===== config.mk =====
export PLATFORM = sky130hd
export DESIGN_NAME = sgpg_proj_lane
export DESIGN_NICKNAME = d
export VERILOG_FILES = /design/src/sgpg_pkg.sv /design/src/sgpg_proj_lane.sv
export SDC_FILE = /design/constraint.sdc
export NUM_CORES = 2
export LEC_CHECK = 0
export BUFFER_PORTS_ARGS = -buffer_cell sky130_fd_sc_hd__buf_2
export CORE_ASPECT_RATIO = 2
export CORE_MARGIN = 5
export CORE_UTILIZATION = 65
export CTS_CLUSTER_DIAMETER = 80
export DETAILED_ROUTE_END_ITERATION = 8
export PLACE_DENSITY_LB_ADDON = 0.12
export SETUP_SLACK_MARGIN = 0.4
export SYNTH_ARGS = -nofsm -noshare
export SYNTH_HDL_FRONTEND = slang
export SYNTH_SLANG_ARGS = --single-unit

===== constraint.sdc =====
create_clock -name clk -period 9.75 [get_ports clk]
set_input_delay 0.975 -clock clk [delete_from_list [all_inputs] [get_ports clk]]
set_output_delay 0.975 -clock clk [all_outputs]
set_load 0.01 [all_outputs]

===== src/sgpg_pkg.sv =====
// sgpg_pkg: shared widths, constants, register codes and types for the
// stereo goniometer point generator. No dependencies.
package sgpg_pkg;

    // sample format and derived widths
    localparam int SAMPLE_BITS = 24;
    localparam int DIFF_W      = SAMPLE_BITS + 1;
    localparam int COEFF_W     = 16;
    localparam int GAIN_W      = 16;
    localparam int MOVE_W      = 16;
    localparam int COORD_W     = 16;

    // projection scale: 100 px per full scale, in 1/16 px
    localparam int SCALE       = 1600;
    localparam int SCALE_W     = 11;
    localparam int GS_W        = GAIN_W + SCALE_W;
    localparam int GAIN_FRAC   = 13;
    localparam int PROJ_SHIFT  = GAIN_FRAC + SAMPLE_BITS - 1;

    // product widths (signed)
    localparam int SM_PROD_W   = DIFF_W + COEFF_W + 1;
    localparam int PJ_PROD_W   = DIFF_W + GS_W + 1;
    localparam int V_W         = PJ_PROD_W - PROJ_SHIFT;
    localparam int CF_W        = V_W + 1;

    localparam logic [SM_PROD_W-1:0] SM_HALF = SM_PROD_W'(64'd1 << (COEFF_W - 1));
    localparam logic [PJ_PROD_W-1:0] PJ_HALF = PJ_PROD_W'(64'd1 << (PROJ_SHIFT - 1));

    // screen center (202.5 px) and coordinate limits
    localparam int CENTER      = 3240;
    localparam int COORD_MAX   = 32767;
    localparam int COORD_MIN   = -32768;

    // distance test
    localparam int DX_W        = COORD_W + 1;
    localparam int DIST_W      = 2 * DX_W;

    // stroke groups
    localparam int GROUP_LIMIT = 32;
    localparam int GC_W        = $clog2(GROUP_LIMIT + 1);

    // configuration registers
    localparam int CFG_IDX_W   = 2;
    localparam logic [CFG_IDX_W-1:0] REG_SMOOTH_COEFF = 2'd0;
    localparam logic [CFG_IDX_W-1:0] REG_DISPLAY_GAIN = 2'd1;
    localparam logic [CFG_IDX_W-1:0] REG_MIN_MOVE_SQ  = 2'd2;

    localparam logic [COEFF_W-1:0] COEFF_RESET = 16'd65365;
    localparam logic [GAIN_W-1:0]  GAIN_RESET  = 16'd8192;
    localparam logic [MOVE_W-1:0]  MOVE_RESET  = 16'd512;

    // per-step strobes from the sequencer
    typedef struct packed {
        logic smooth_mul;
        logic smooth_upd;
        logic proj_mul;
        logic proj_fin;
        logic dist_mul;
        logic decide;
    } step_t;

    // decision of the merge stage
    typedef struct packed {
        logic signed [COORD_W-1:0] x;
        logic signed [COORD_W-1:0] y;
        logic                      kept;
        logic                      close;
        logic                      emit;
    } point_t;

    // display gain times the projection scale
    function automatic logic [GS_W-1:0] scale_gain(input logic [GAIN_W-1:0] g);
        return GS_W'(g) * GS_W'(SCALE);
    endfunction

endpackage


===== src/sgpg_proj_lane.sv =====
// sgpg_proj_lane: projects a side or mid signal to a screen coordinate,
// rounded half up and saturated. Depends on sgpg_pkg.
module sgpg_proj_lane
    import sgpg_pkg::*;
(
    input  logic                      clk,
    input  step_t                     step,
    input  logic signed [DIFF_W-1:0]  operand,
    input  logic        [GS_W-1:0]    gain_scaled,
    output logic signed [COORD_W-1:0] coord
);

    logic signed [PJ_PROD_W-1:0] prod_reg;
    logic signed [PJ_PROD_W-1:0] shifted;
    logic signed [V_W-1:0]       v;
    logic signed [CF_W-1:0]      coord_full;
    logic signed [COORD_W-1:0]   coord_sat;
    logic signed [COORD_W-1:0]   coord_reg;

    assign shifted    = (prod_reg + $signed(PJ_HALF)) >>> PROJ_SHIFT;
    assign v          = shifted[V_W-1:0];
    assign coord_full = CF_W'(CENTER) - CF_W'(v);

    always_comb
    begin
        if (coord_full > CF_W'(COORD_MAX))
        begin
            coord_sat = COORD_W'(COORD_MAX);
        end
        else if (coord_full < CF_W'(COORD_MIN))
        begin
            coord_sat = COORD_W'(COORD_MIN);
        end
        else
        begin
            coord_sat = coord_full[COORD_W-1:0];
        end
    end

    always_ff @(posedge clk)
    begin
        if (step.proj_mul)
        begin
            prod_reg <= operand * $signed({1'b0, gain_scaled});
        end
        if (step.proj_fin)
        begin
            coord_reg <= coord_sat;
        end
    end

    assign coord = coord_reg;

endmodule


==> impl_metrics.tcl <==
set metrics [dict create \
    status "finished clean" \
    ys_seq_elements 34 \
    drv_cap 0 \
    via_per_inst 5.849 \
    synth_area_sq_um 24000 \
    finalSetupTns_ns 0 \
    cts-resized-gates 0 \
    wl_per_cell_um 20.02 \
    drive_gt1_frac 0.03992 \
    skew_ns 0.009145 \
    period_share 0.8098 \
    layout.nets 3450 \
    period_needed_ns 7.896 \
    yosysWarnings 0 \
    required_ns 9.79 \
    cts_buffers 5 \
    dieArea_sq_um 41100 \
    htreeDepth 2 \
    start_kind "primary input" \
    layout_setup_ws_ns 1.854 \
    hold_viol 0 \
    postCtsSetupBuffers 0 \
    dr.pass1.iters 5 \
    seq_area_frac_synth 0.04254 \
    ioPinCount 75 \
    maxSlewViolCount 0 \
    worstPathArrival_ns 7.93 \
    syn_avg_cell_area_sq_um 9.056 \
    cpLargestDelayFamily "adder cells" \
    fillCellCount 3015 \
    end_kind "flip-flop" \
    ys.flop_type "edfxtp_1" \
    core_sq_um 36540 \
    yosys.area.top_type_share 0.4763 \
    grt_overflow 0 \
    synth_area_leaders "fa_1 (48%), ha_1 (11%), inv_1 (9.8%)" \
    grt_max_degree 30 \
    final_common_cell "inv_1" \
    first_global_vias 20423 \
    cp_cell_sequence "buf_2 -> nand2_1 -> fa_1 -> inv_1 -> fa_1 -> inv_1 -> fa_1 -> fa_1 -> inv_1 -> fa_1 -> fa_1 -> inv_1 -> fa_1 -> inv_1 -> ha_1 -> nand4_1 -> nor4_1 -> a21oi_1 -> a21oi_1 -> o21ai_0 -> a31oi_1 -> a21oi_1 -> xnor2_1" \
    io_buffers 70 \
    cts.clk_slew.worst_paths_ns 0.06 \
    final_antenna_net_count 0 \
    grt_pass1_wl_um 100900 \
    cts_tree "built" \
    grt_antenna_before_repair 1 \
    worstSetupPathType "in2reg" \
    start_util 0.6568 \
    die_y_um 281.7 \
    tightest_slew_ns 0.7534 \
    yosysTopAreaCell "fa_1" \
    finalWeightedCongestion 0.9141 \
    slew_headroom 0.4977 \
    root_buffer "clkbuf_16" \
    rows 99 \
    routed_wl_um 61250 \
    synth_nets 3496 \
    min_path_type "reg2reg" \
    max_stage_delay_ns 0.56 \
    drc 0 \
    yosysUniqueCellTypes 67 \
    cp_slowest_cell "fa_1" \
    drt_iter0_markers 909 \
    syn2layout_area_growth_pct 2.476 \
    largest_reg_flops 18 \
    rsz0062_at_grt "no" \
    clock_sinks 34 \
    clock_latency_ns 0.28 \
    grt_use_total 0.3121 \
    synthCells 2650 \
    path_buf_inv 6 \
    via_count 17897 \
    hold_buffers 0 \
    pre_cts_ws_ns 1.517 \
    max_freq_mhz 126.6 \
    mostFrequentLayoutCells "inv_1 (629), fa_1 (571), nand2_1 (344)" \
    dp_hpwl_um 49530 \
    fp.dieW_um 145.9 \
    cp_max_fo 27 \
    setup_viol 0 \
    cts_buffer_depth 2 \
    path_common_cell "fa_1" \
    synth-async-reset-ratio 0 \
    synth_edf_count 34 \
]
synthesized netlist by cell type (12+ instances only):
cell        n
inv_1     629
fa_1      571
nand2_1   344
and2_1    339
ha_1      216
clkbuf_1  114
a21oi_1    57
edfxtp_1   34
nor2_1     33
o21ai_0    32
xnor2_1    31
nand3_1    28
nor2b_1    17
nand2b_1   16
a21o_1     15
xor2_1     14
nand4_1    13
nor3_1     12
layout make-up:
cell class	instances	area, sq um	share of cell area
diodes	1	2.502	0.0001018
inverters	629	2361	0.09600
flip-flops and latches	34	1021	0.04151
clock buffers	5	125.1	0.005088
multi-input cells	1863	20120	0.8180
clock inverters	3	40.04	0.001628
well taps	454	568.0	0.02310
repair buffers	71	357.8	0.01455
worst min-delay path, delay by kind of cell, from the launching register on:
family	cells	cell delay, ns
flops	1	0.42
compound gates	1	0.12
xor+xnor	1	0.11
final timing paths:
| path | start | end | slack, ns | depth (start not counted) |
|---|---|---|---|---|
| setup / recovery | operand[4] | prod_reg[51]$_DFFE_PP_ | 1.85 | 23 |
| hold / removal | prod_reg[47]$_DFFE_PP_ | coord[11]$_SDFFCE_PN1P_ | 0.76 | 2 |
| setup reg to reg | prod_reg[35]$_DFFE_PP_ | coord[0]$_SDFFCE_PN1P_ | 6.05 | 9 |
| hold reg to reg | prod_reg[47]$_DFFE_PP_ | coord[11]$_SDFFCE_PN1P_ | 0.76 | 2 |
metal layers:
metal	wire (um)	global-route usage
met2	34770	0.6118
met5	0	0
met1	19790	0.3233
met3	2865	0.03249
met4	3820	0.1653
stage by stage:
step                      utilization  hold slack, ns  std cells  instance area (sq um)
after global placement         0.6684          0.7436       3051                  24430
after floorplan                     -          0.6510       2650                  24000
after CTS                      0.6730          0.7615       3059                  24590
after global routing           0.6730          0.7980       3060                  24590
final                          0.6730          0.7641       3060                  24590
after detailed placement       0.6684          0.7590       3051                  24430
logic make-up (layout without fill, tap and decap cells):
group | count (synthesis) | count (layout) | share of synthesized area
mux | 3 | 3 | 0.001251
fa+ha+maj | 787 | 787 | 0.5889
xor+xnor | 45 | 45 | 0.01642
compound gates | 194 | 194 | 0.05386
other cells | 0 | 1 | 0
simple gates | 834 | 834 | 0.1778
buf+inv | 753 | 708 | 0.1192
flops | 34 | 34 | 0.04254
Power is left out: the tool's default activity adds up to more than one toggle a clock period on the data nets, which glitch-free logic cannot reach.
