==> config.mk <==
export PLATFORM = sky130hd
export DESIGN_NAME = sgpg_smooth_lane
export DESIGN_NICKNAME = d
export VERILOG_FILES = /design/src/sgpg_pkg.sv /design/src/sgpg_smooth_lane.sv
export SDC_FILE = /design/constraint.sdc
export NUM_CORES = 1
export LEC_CHECK = 0
export BUFFER_PORTS_ARGS = -buffer_cell sky130_fd_sc_hd__buf_4
export CAP_MARGIN = 20
export CELL_PAD_IN_SITES_DETAIL_PLACEMENT = 0
export CELL_PAD_IN_SITES_GLOBAL_PLACEMENT = 2
export CORE_MARGIN = 5
export CORE_UTILIZATION = 31
export CTS_BUF_LIST = sky130_fd_sc_hd__clkbuf_8
export DETAILED_ROUTE_END_ITERATION = 6
export PLACE_DENSITY = 0.76
export SETUP_SLACK_MARGIN = 0.02
export SLEW_MARGIN = 5
export SYNTH_ARGS = -nofsm -noshare
export SYNTH_HDL_FRONTEND = slang
export SYNTH_SLANG_ARGS = --single-unit
==> constraint.sdc <==
create_clock -name clk -period 7.2 [get_ports clk]
set_input_delay 1.44 -clock clk [delete_from_list [all_inputs] [get_ports clk]]
set_output_delay 1.44 -clock clk [all_outputs]
set_load 0.02 [all_outputs]
==> src/sgpg_pkg.sv <==
// sgpg_pkg: shared widths, constants, register codes and types for the
// stereo goniometer point generator. No dependencies.
package sgpg_pkg;

    // sample format and derived widths
    localparam int SAMPLE_BITS = 24;
    localparam int DIFF_W      = SAMPLE_BITS + 1;
    localparam int COEFF_W     = 16;
    localparam int GAIN_W      = 16;
    localparam int MOVE_W      = 16;
    localparam int COORD_W     = 16;

    // projection scale: 100 px per full scale, in 1/16 px
    localparam int SCALE       = 1600;
    localparam int SCALE_W     = 11;
    localparam int GS_W        = GAIN_W + SCALE_W;
    localparam int GAIN_FRAC   = 13;
    localparam int PROJ_SHIFT  = GAIN_FRAC + SAMPLE_BITS - 1;

    // product widths (signed)
    localparam int SM_PROD_W   = DIFF_W + COEFF_W + 1;
    localparam int PJ_PROD_W   = DIFF_W + GS_W + 1;
    localparam int V_W         = PJ_PROD_W - PROJ_SHIFT;
    localparam int CF_W        = V_W + 1;

    localparam logic [SM_PROD_W-1:0] SM_HALF = SM_PROD_W'(64'd1 << (COEFF_W - 1));
    localparam logic [PJ_PROD_W-1:0] PJ_HALF = PJ_PROD_W'(64'd1 << (PROJ_SHIFT - 1));

    // screen center (202.5 px) and coordinate limits
    localparam int CENTER      = 3240;
    localparam int COORD_MAX   = 32767;
    localparam int COORD_MIN   = -32768;

    // distance test
    localparam int DX_W        = COORD_W + 1;
    localparam int DIST_W      = 2 * DX_W;

    // stroke groups
    localparam int GROUP_LIMIT = 32;
    localparam int GC_W        = $clog2(GROUP_LIMIT + 1);

    // configuration registers
    localparam int CFG_IDX_W   = 2;
    localparam logic [CFG_IDX_W-1:0] REG_SMOOTH_COEFF = 2'd0;
    localparam logic [CFG_IDX_W-1:0] REG_DISPLAY_GAIN = 2'd1;
    localparam logic [CFG_IDX_W-1:0] REG_MIN_MOVE_SQ  = 2'd2;

    localparam logic [COEFF_W-1:0] COEFF_RESET = 16'd65365;
    localparam logic [GAIN_W-1:0]  GAIN_RESET  = 16'd8192;
    localparam logic [MOVE_W-1:0]  MOVE_RESET  = 16'd512;

    // per-step strobes from the sequencer
    typedef struct packed {
        logic smooth_mul;
        logic smooth_upd;
        logic proj_mul;
        logic proj_fin;
        logic dist_mul;
        logic decide;
    } step_t;

    // decision of the merge stage
    typedef struct packed {
        logic signed [COORD_W-1:0] x;
        logic signed [COORD_W-1:0] y;
        logic                      kept;
        logic                      close;
        logic                      emit;
    } point_t;

    // display gain times the projection scale
    function automatic logic [GS_W-1:0] scale_gain(input logic [GAIN_W-1:0] g);
        return GS_W'(g) * GS_W'(SCALE);
    endfunction

endpackage

==> src/sgpg_smooth_lane.sv <==
// sgpg_smooth_lane: one-pole smoother for one audio channel, s += k*(in - s)
// with half-up rounding. Depends on sgpg_pkg.
module sgpg_smooth_lane
    import sgpg_pkg::*;
(
    input  logic                          clk,
    input  logic                          rst_n,
    input  step_t                         step,
    input  logic signed [SAMPLE_BITS-1:0] sample,
    input  logic        [COEFF_W-1:0]     coeff,
    output logic signed [SAMPLE_BITS-1:0] smoothed
);

    logic signed [SAMPLE_BITS-1:0] state_reg;
    logic signed [SAMPLE_BITS-1:0] state_next;
    logic signed [SM_PROD_W-1:0]   prod_reg;
    logic signed [DIFF_W-1:0]      diff;
    logic signed [SM_PROD_W-1:0]   rounded;
    logic signed [DIFF_W-1:0]      delta;

    assign diff    = DIFF_W'(sample) - DIFF_W'(state_reg);
    assign rounded = (prod_reg + $signed(SM_HALF)) >>> COEFF_W;
    assign delta   = rounded[DIFF_W-1:0];
    // result lies between old state and sample, so it fits the sample width
    assign state_next = SAMPLE_BITS'(DIFF_W'(state_reg) + delta);

    always_ff @(posedge clk)
    begin
        if (step.smooth_mul)
        begin
            prod_reg <= diff * $signed({1'b0, coeff});
        end
    end

    always_ff @(posedge clk or negedge rst_n)
    begin
        if (!rst_n)
        begin
            state_reg <= '0;
        end
        else if (step.smooth_upd)
        begin
            state_reg <= state_next;
        end
    end

    assign smoothed = state_reg;

endmodule

==> out/results.txt <==
gr usage total: 16.2%
Core Rows: 89
Worst path top cell family by delay: adder cells
highest clock rate: 113 MHz
core area: 59,000 sq um
Skew-Pair Late Insertion Delay: 0.33 ns
clk_skew: 0.00948 ns
Largest stage delay, worst path: 0.54 ns
CTS Buf Count: 5
GP Congestion: 0.833
Worst Path Arrival: 8.92 ns
Die ar.: 64,600 sq um
# nets final: 2,953
Yosys warning count: 0
CTS tree: built
ant diodes: 0
Layout Area Growth over Synthesis: 24.7%
reg2reg start: smoothed[0]$_DFFE_PN0P_
Setup CP Type: primary input to register
antenna violations before repair: 0
worst setup margin: -1.64 ns
WL/cell: 16.0 microns
violation count after the first detailed-route iteration: 519
met3 Track Usage GR: 0.948%
CP dominant cell by count: fa_1
hold crit path type: register to register
fillcell total: 5,966
Area contributors post-synth: fa_1 (40%), ha_1 (9.8%), inv_1 (9.7%)
CTS sink count: 49
Mapped Area: 18,500 sq um
Die Y-Extent: 254 microns
Final Cycle Share: 123%
Final Hold Viols: 0
Hold Startpoint: smoothed[16]$_DFFE_PN0P_
Yosys top cell area share: 40.4%
cells after synthesis: 2,080
Critical Path Sink Type: register
Max clock buf depth: 2
Seq. cell area: 1350 sq um
Post-Layout Cell Count: 3,161
Multi-input gate area: 15,700 sq um
slowest stage cell, crit path: fa_1
layout cells sized above 1: 22.5%
failing checks: setup timing
Post-synth EDFFs: 25
Slew HR: 60.0%
leading area contributor after synthesis: fa_1
ys flop type: edfxtp_1
Worst Tran Pin Value: 0.585 ns
vias per inst: 4.57
post-detail-place hpwl: 43,500 microns
PortBufs: 67
drt drc: 0
met2 usage: 33.7%
WP buf/inv: 6
cell count after placement: 3,125
largest net degree at the start of global routing: 42
clk root buf: clkbuf_8
most used routing layer: met2
io pins: 72
count of state elements after synthesis: 49
Place WS: -2.27 ns
die width: 254 microns
commonest non-fill, non-tap cell in the layout: inv_1
vias in the first global route: 16,400
total number of vias: 14,400
final number of setup-violating endpoints: 25
Async SR Flop Fraction: 49.0%
post-route minimum period: 8.84 ns
outcome: finished, violations left
Worst-path clk slew: 0.10 ns
grt ovf: 0
sequential cell area fraction in the yosys report: 7.31%
worst endpoint required time: 7.28 ns
Routed WL: 50,600 microns
commonest non-fill, non-tap cells in the layout: inv_1 (469), fa_1 (359), buf_4 (357)
syn nets: 2,646
maximum fanout along the worst path: 5
First-pass DRT Iterations: 5
M1 GR Usage: 18.4%
global-route wire length before repair: 84,000 microns
DRT antenna net count: 0
RSZ-0062 raised after global routing: yes
max reg flops: 25
max cap viols: 0
Final Max Slew Viols: 0
CP Launch Type: primary input
H-tree depth: 2
syn_area_per_cell: 8.88 sq um
count of different cell masters after synthesis: 69
Worst Setup SP: sample[0]
Initial Util: 31.3%
==> synthesized netlist by cell type (19+ instances only) <==
cell type	n
edfxtp_1	25
clkbuf_1	75
xnor2_1	64
a21o_1	35
ha_1	145
o21ai_0	35
and3_1	19
dfrtp_1	24
nand2_1	256
mux2i_1	30
fa_1	373
nor2b_1	28
xor2_1	31
nor2_1	47
inv_1	476
nand2b_1	46
nand3_1	32
and2_1	139
a21oi_1	46
==> worst paths after layout <==
kind | endpoint | slack, ns | cells past startpoint
setup / recovery | prod_reg[39]$_DFFE_PP_ | -1.64 | 33
hold / removal | smoothed[16]$_DFFE_PN0P_ | 0.56 | 2
setup reg to reg | prod_reg[39]$_DFFE_PP_ | -0.86 | 31
hold reg to reg | smoothed[16]$_DFFE_PN0P_ | 0.56 | 2
max in group asynchronous | smoothed[20]$_DFFE_PN0P_ | 5.89 | 1
min in group asynchronous | smoothed[3]$_DFFE_PN0P_ | 1.02 | 1
==> repair_timing <==
action / CTS / global route
hold buffers: 0 / 0
setup buffers: 16 / 13
cloned: 0 / 1
resized for setup: 64 / 64
pin swaps: 41 / 52
setup endpoints to repair: 25 / 25
==> stage by stage <==
step | hold slack [ns] | TNS, ns | area, sq um | utilization [%]
CTS | 0.567 | -32.21 | 22600 | 38.4
finish | 0.561 | -33.25 | 23000 | 39.0
global placement | 0.544 | -44.57 | 22100 | 37.5
detailed placement | 0.554 | -46.21 | 22100 | 37.5
floorplan | 0.648 | -26.03 | 18700 | -
global route | 0.605 | -39.44 | 23000 | 39.0
==> area by class of cell <==
| type | count | area share (%) |
|---|---|---|
| tap | 773 | 4.20 |
| clock buffer | 5 | 0.299 |
| clock inverter | 3 | 0.0489 |
| multi-input combinational | 1466 | 68.2 |
| sequential | 49 | 5.86 |
| inverter | 479 | 7.86 |
| timing repair buffer | 386 | 13.6 |
==> cells by family (layout without fill, tap and decap cells) <==
logic type / after synthesis / after routing / synth area share (%)
AND/OR/NAND/NOR: 616 / 616 / 16.7
buffers and inverters: 565 / 873 / 11.6
adder cells (fa/ha/maj): 523 / 523 / 50.5
AO/OA/AOI/OAI: 187 / 187 / 6.81
XOR/XNOR: 96 / 96 / 4.59
flip-flops: 49 / 49 / 7.31
multiplexers: 44 / 44 / 2.48
==> worst min-delay path, delay by kind of cell, from the launching register on <==
family / cells / cell delay [ns]
DFF: 1 / 0.39
muxes: 1 / 0.07
buffers and inverters: 1 / 0.07
==> metal layers <==
layer,vias to the layer above,part of all wire [%]
li1,6896,-
met1,7355,38
met2,132,58
met3,50,1.5
met4,0,2.0
met5,-,0
Power is left out: the tool's default activity adds up to more than one toggle a clock period on the data nets, which glitch-free logic cannot reach.
