## src/sgpg_pkg.sv

```systemverilog
// sgpg_pkg: shared widths, constants, register codes and types for the
// stereo goniometer point generator. No dependencies.
package sgpg_pkg;

    // sample format and derived widths
    localparam int SAMPLE_BITS = 24;
    localparam int DIFF_W      = SAMPLE_BITS + 1;
    localparam int COEFF_W     = 16;
    localparam int GAIN_W      = 16;
    localparam int MOVE_W      = 16;
    localparam int COORD_W     = 16;

    // projection scale: 100 px per full scale, in 1/16 px
    localparam int SCALE       = 1600;
    localparam int SCALE_W     = 11;
    localparam int GS_W        = GAIN_W + SCALE_W;
    localparam int GAIN_FRAC   = 13;
    localparam int PROJ_SHIFT  = GAIN_FRAC + SAMPLE_BITS - 1;

    // product widths (signed)
    localparam int SM_PROD_W   = DIFF_W + COEFF_W + 1;
    localparam int PJ_PROD_W   = DIFF_W + GS_W + 1;
    localparam int V_W         = PJ_PROD_W - PROJ_SHIFT;
    localparam int CF_W        = V_W + 1;

    localparam logic [SM_PROD_W-1:0] SM_HALF = SM_PROD_W'(64'd1 << (COEFF_W - 1));
    localparam logic [PJ_PROD_W-1:0] PJ_HALF = PJ_PROD_W'(64'd1 << (PROJ_SHIFT - 1));

    // screen center (202.5 px) and coordinate limits
    localparam int CENTER      = 3240;
    localparam int COORD_MAX   = 32767;
    localparam int COORD_MIN   = -32768;

    // distance test
    localparam int DX_W        = COORD_W + 1;
    localparam int DIST_W      = 2 * DX_W;

    // stroke groups
    localparam int GROUP_LIMIT = 32;
    localparam int GC_W        = $clog2(GROUP_LIMIT + 1);

    // configuration registers
    localparam int CFG_IDX_W   = 2;
    localparam logic [CFG_IDX_W-1:0] REG_SMOOTH_COEFF = 2'd0;
    localparam logic [CFG_IDX_W-1:0] REG_DISPLAY_GAIN = 2'd1;
    localparam logic [CFG_IDX_W-1:0] REG_MIN_MOVE_SQ  = 2'd2;

    localparam logic [COEFF_W-1:0] COEFF_RESET = 16'd65365;
    localparam logic [GAIN_W-1:0]  GAIN_RESET  = 16'd8192;
    localparam logic [MOVE_W-1:0]  MOVE_RESET  = 16'd512;

    // per-step strobes from the sequencer
    typedef struct packed {
        logic smooth_mul;
        logic smooth_upd;
        logic proj_mul;
        logic proj_fin;
        logic dist_mul;
        logic decide;
    } step_t;

    // decision of the merge stage
    typedef struct packed {
        logic signed [COORD_W-1:0] x;
        logic signed [COORD_W-1:0] y;
        logic                      kept;
        logic                      close;
        logic                      emit;
    } point_t;

    // display gain times the projection scale
    function automatic logic [GS_W-1:0] scale_gain(input logic [GAIN_W-1:0] g);
        return GS_W'(g) * GS_W'(SCALE);
    endfunction

endpackage

```

## src/sgpg_point_select.sv

```systemverilog
// sgpg_point_select: merges the x and y lanes, applies the minimum move
// test and tracks stroke groups. Depends on sgpg_pkg.
module sgpg_point_select
    import sgpg_pkg::*;
(
    input  logic                      clk,
    input  logic                      rst_n,
    input  step_t                     step,
    input  logic signed [COORD_W-1:0] x,
    input  logic signed [COORD_W-1:0] y,
    input  logic        [MOVE_W-1:0]  min_move,
    input  logic                      batch_end,
    output point_t                    result
);

    logic signed [COORD_W-1:0] last_x_reg;
    logic signed [COORD_W-1:0] last_y_reg;
    logic        [GC_W-1:0]    group_cnt_reg;
    logic        [GC_W-1:0]    group_cnt_next;
    logic        [DIST_W-1:0]  sq_x_reg;
    logic        [DIST_W-1:0]  sq_y_reg;
    logic signed [DX_W-1:0]    dx;
    logic signed [DX_W-1:0]    dy;
    logic        [DIST_W-1:0]  dist_sq;
    logic        [GC_W:0]      cnt_inc;
    logic                      kept;
    logic                      close;

    assign dx = DX_W'(last_x_reg) - DX_W'(x);
    assign dy = DX_W'(last_y_reg) - DX_W'(y);

    always_ff @(posedge clk)
    begin
        if (step.dist_mul)
        begin
            sq_x_reg <= DIST_W'(dx * dx);
            sq_y_reg <= DIST_W'(dy * dy);
        end
    end

    assign dist_sq = sq_x_reg + sq_y_reg;
    assign kept    = dist_sq >= DIST_W'(min_move);
    assign cnt_inc = (GC_W + 1)'(group_cnt_reg) + (GC_W + 1)'(1);

    always_comb
    begin
        group_cnt_next = group_cnt_reg;
        close          = 1'b0;
        if (kept)
        begin
            if (cnt_inc > (GC_W + 1)'(GROUP_LIMIT))
            begin
                group_cnt_next = '0;
                close          = 1'b1;
            end
            else
            begin
                group_cnt_next = cnt_inc[GC_W-1:0];
            end
        end
        if (batch_end)
        begin
            if (group_cnt_next != '0)
            begin
                close = 1'b1;
            end
            group_cnt_next = '0;
        end
    end

    always_ff @(posedge clk or negedge rst_n)
    begin
        if (!rst_n)
        begin
            last_x_reg    <= COORD_W'(CENTER);
            last_y_reg    <= COORD_W'(CENTER);
            group_cnt_reg <= '0;
        end
        else if (step.decide)
        begin
            if (kept)
            begin
                last_x_reg <= x;
                last_y_reg <= y;
            end
            group_cnt_reg <= group_cnt_next;
        end
    end

    assign result.x     = kept ? x : last_x_reg;
    assign result.y     = kept ? y : last_y_reg;
    assign result.kept  = kept;
    assign result.close = close;
    assign result.emit  = kept || close;

`ifndef SYNTH
    a_group_in_range: assert property (@(posedge clk) disable iff (!rst_n)
        group_cnt_reg <= GC_W'(GROUP_LIMIT))
        else $error("group count above limit");

    a_group_counts_up: assert property (@(posedge clk) disable iff (!rst_n)
        (step.decide && kept && !close && !batch_end)
        |=> (group_cnt_reg == $past(group_cnt_reg) + GC_W'(1)))
        else $error("kept point did not advance group count");
`endif

endmodule

```

## config.mk

```make
export PLATFORM = sky130hd
export DESIGN_NAME = sgpg_point_select
export DESIGN_NICKNAME = d
export VERILOG_FILES = /design/src/sgpg_pkg.sv /design/src/sgpg_point_select.sv
export SDC_FILE = /design/constraint.sdc
export NUM_CORES = 2
export LEC_CHECK = 0
export BUFFER_PORTS_ARGS = -buffer_cell sky130_fd_sc_hd__buf_4
export CORE_AREA = 5 5 257 259
export CTS_BUF_LIST = sky130_fd_sc_hd__clkbuf_8 sky130_fd_sc_hd__clkbuf_16
export DETAILED_ROUTE_END_ITERATION = 7
export DIE_AREA = 0 0 262 264
export PLACE_DENSITY = 0.55
export SYNTH_ARGS = -nofsm -noshare
export SYNTH_HDL_FRONTEND = slang
export SYNTH_SLANG_ARGS = --single-unit
```

## constraint.sdc

```tcl
create_clock -name clk -period 10.55 [get_ports clk]
set_clock_uncertainty 0.05 [all_clocks]
set_input_delay 2.11 -clock clk [delete_from_list [all_inputs] [get_ports clk]]
set_output_delay 2.11 -clock clk [all_outputs]
set_load 0.03 [all_outputs]
```

==> results.md <==
- Outcome: completed
- Die H: 264 um
- WL final: 65.1 mm
- Die area: 0.0692 sq mm
- First-pass GRT wire length: 109 mm
- Highest-delay cell along the critical path: fa_1
- Ant diodes: 0
- Inserted Clock Buffers: 9
- Yosys cell types: 83
- Vias in the first global route: 21,500
- Critical Path Max Stage Delay: 0.51 ns
- Number of flops mapped to enable cells by yosys: 66
- Relative slew slack: 25.2%
- Syn_nets: 3,704
- GRT Max-Usage Layer: met2
- Clk buf depth: 2
- Gate Count Post-Synth: 2,855
- Top cells by area, synth: fa_1 (40%), ha_1 (12%), inv_1 (10%), edfxtp_1 (7.4%), nand2_1 (3.2%)
- Vias: 19,500
- Ys Warns: 0
- Final setup fails: 0
- Syn-to-layout area delta: 11.5%
- CP arrival: 10.20 ns
- Initial drt markers: 869
- CP required: 10.64 ns
- Final Cycle Share: 95.7%
- CTS sink cnt: 104
- Avg WL per Cell: 16.6 um
- Worst r2r src: last_y_reg[0]
- Worst Setup End Kind: flop
- Hold path depth: 1
- Clock-pin transition on the worst setup and hold timing paths: 0.08 ns
- Mapped Area: 0.0269 sq mm
- Synth Area per Inst: 9.43 sq um
- I/O pin count: 92
- TNS Setup: 0 ns
- Grt total ovfl: 0
- Reg2reg end: sq_y_reg[32]
- Skew-Pair Late Insertion Delay: 0.38 ns
- R2R setup slack: 1.90 ns
- H-tree depth: 3
- Clk root buf: clkbuf_16
- Gpl congestion: 0.881
- Largest net degree at the start of global routing: 67
- GR Util met2: 33.3%
- Max_cap viols: 0
- Row count: 93
- Async S/R FF share, synth: 36.5%
- Core Footprint: 0.0636 sq mm
- Initial antenna violation count: 2
- Number of synthesized register bits: 104
- Initial core utilization: 42.3%
- Met1 usage: 27.8%
- Die width: 262 um
- Port Buffers: 87
- Critical path launch point type: primary input
- Post-layout minimum cycle time: 10.10 ns
- Final #Nets: 3,901
- Final Hold Fails: 0
- Worst-path maximum fanout: 7
- Pins over their slew limit: 0
- Share of layout cells above drive strength 1: 12.7%
- GR Layer Usage met3: 2.95%
- Total Routing Usage GR: 19.7%
- Hpwl dp: 56.8 mm
- Worst reg2reg path depth: 36
- Hold crit path type: flop to flop
- Hold Startpoint: last_x_reg[0]
- Crit path kind: primary input to flop
- Post-DRT Antenna Nets: 0
- Sequential area share after synthesis: 10.9%
- Post-synth top area cell: fa_1
- Hold path endpoint: last_x_reg[0]
- CTS tree: done
- Vias per inst: 5.00
- Drt pass-1 iters: 5
- Area fraction of the dominant cell type after synthesis: 40.3%
- Prevailing post-synth register cell: edfxtp_1
- F_max: 99.0 MHz
- FILL cells: 6,145
- DRC violations left: 0
- Actual slew at the worst max-slew pin: 1.12 ns
layout make-up:
type,count,area (sq um),share of cell area (%)
clock buffer,9,225,0.750
clock inverter,7,121,0.404
inverter,751,2820,9.40
multi-input combinational,1928,20900,69.5
sequential,104,2950,9.81
tap,855,1070,3.56
timing repair buffer,258,1970,6.58
cell families after synthesis:
| logic type | count (synthesis) | synth area share [%] |
|---|---|---|
| flops | 104 | 10.9 |
| compound gates | 330 | 8.17 |
| fa+ha+maj | 792 | 51.9 |
| xor+xnor | 122 | 3.97 |
| mux | 64 | 3.04 |
| buf+inv | 823 | 11.7 |
| simple gates | 620 | 10.3 |
Yosys cell counts, drive strengths merged, types with 9 or more instances:
master,number
a31oi,12
nand4,10
o31ai,9
nand2b,16
a21oi,102
nand2,232
o21ai,62
buf,17
xnor2,92
ha,250
and3,16
nand3,21
or3,13
clkbuf,55
a211oi,15
a21boi,9
edfxtp,66
nor3,26
fa,542
o21a,24
dfstp,10
mux2,61
nor2b,24
nor2,212
a21o,31
and2,24
inv,746
dfrtp,28
xor2,30
worst max-delay path, delay by kind of cell:
kind                     cells  cell delay, ns
AO/OA/AOI/OAI               15            3.04
XOR/XNOR                     2            0.31
AND/OR/NAND/NOR              4            0.49
buffers and inverters        9            0.82
adder cells (fa/ha/maj)      8            3.44
through the flow:
| stage | instance area, sq um | hold WS [ns] | setup WS (ns) | instances | util, % |
|---|---|---|---|---|---|
| finish | 30000 | 0.470 | 0.449 | 3912 | 47.2 |
| global route | 30000 | 0.483 | -0.0104 | 3912 | 47.2 |
| CTS | 30000 | 0.472 | 0.195 | 3911 | 47.1 |
| detailed placement | 29600 | 0.456 | -0.198 | 3895 | 46.6 |
| global placement | 29600 | 0.446 | -0.164 | 3895 | 46.6 |
| floorplan | 26900 | 0.432 | 0.240 | 2855 | - |
repair_timing:
item                                    4_1_cts  5_1_grt
gates resized for setup                       0       16
buffers inserted                              0        1
hold buffers                                  0        0
endpoints found under the setup margin        0       13
layout by cell type (no fill, tap or decap), drive strengths merged, types with 5 or more instances in the layout:
cell type | netlist | routed
nand2 | 232 | 232
mux2 | 61 | 61
a211o | 7 | 7
o21bai | 7 | 7
ha | 250 | 250
inv | 746 | 748
nor3 | 26 | 26
clkbuf | 55 | 9
o21ai | 62 | 62
a21o | 31 | 31
nor2 | 212 | 212
nand4 | 10 | 10
xnor2 | 92 | 92
a31oi | 12 | 12
or2 | 7 | 7
or3 | 13 | 13
o31ai | 9 | 9
o211ai | 6 | 6
a211oi | 15 | 15
nor2b | 24 | 24
dfrtp | 28 | 28
nand2b | 16 | 16
nand3 | 21 | 21
clkinv | 5 | 7
dfstp | 10 | 10
o21a | 24 | 24
nor4 | 5 | 5
fa | 542 | 542
buf | 17 | 258
a21boi | 9 | 9
xor2 | 30 | 30
edfxtp | 66 | 66
and3 | 16 | 16
a21oi | 102 | 102
and2 | 24 | 24
how the worst max path moves through the flow:
stage                     start           end  slack (ns)  cells past startpoint
after global routing       x[2]  sq_x_reg[32]       -0.01                     35
final                      x[1]  sq_x_reg[32]        0.45                     38
after detailed placement   x[0]  sq_x_reg[33]       -0.20                     35
after floorplan            x[0]  sq_x_reg[32]        0.24                     38
after CTS                  x[0]  sq_x_reg[33]        0.19                     35
after global placement     x[0]  sq_x_reg[33]       -0.16                     35
layer usage:
metal	up-vias	part of all wire [%]	wire (um)
li1	9151	-	-
met1	9955	45	29200
met2	386	49	31900
met3	53	5.0	3270
met4	0	1.2	811
met5	-	0	0
Power is not shown: default switching activity piles up to over one toggle a cycle in this logic, so the estimate is an artifact.
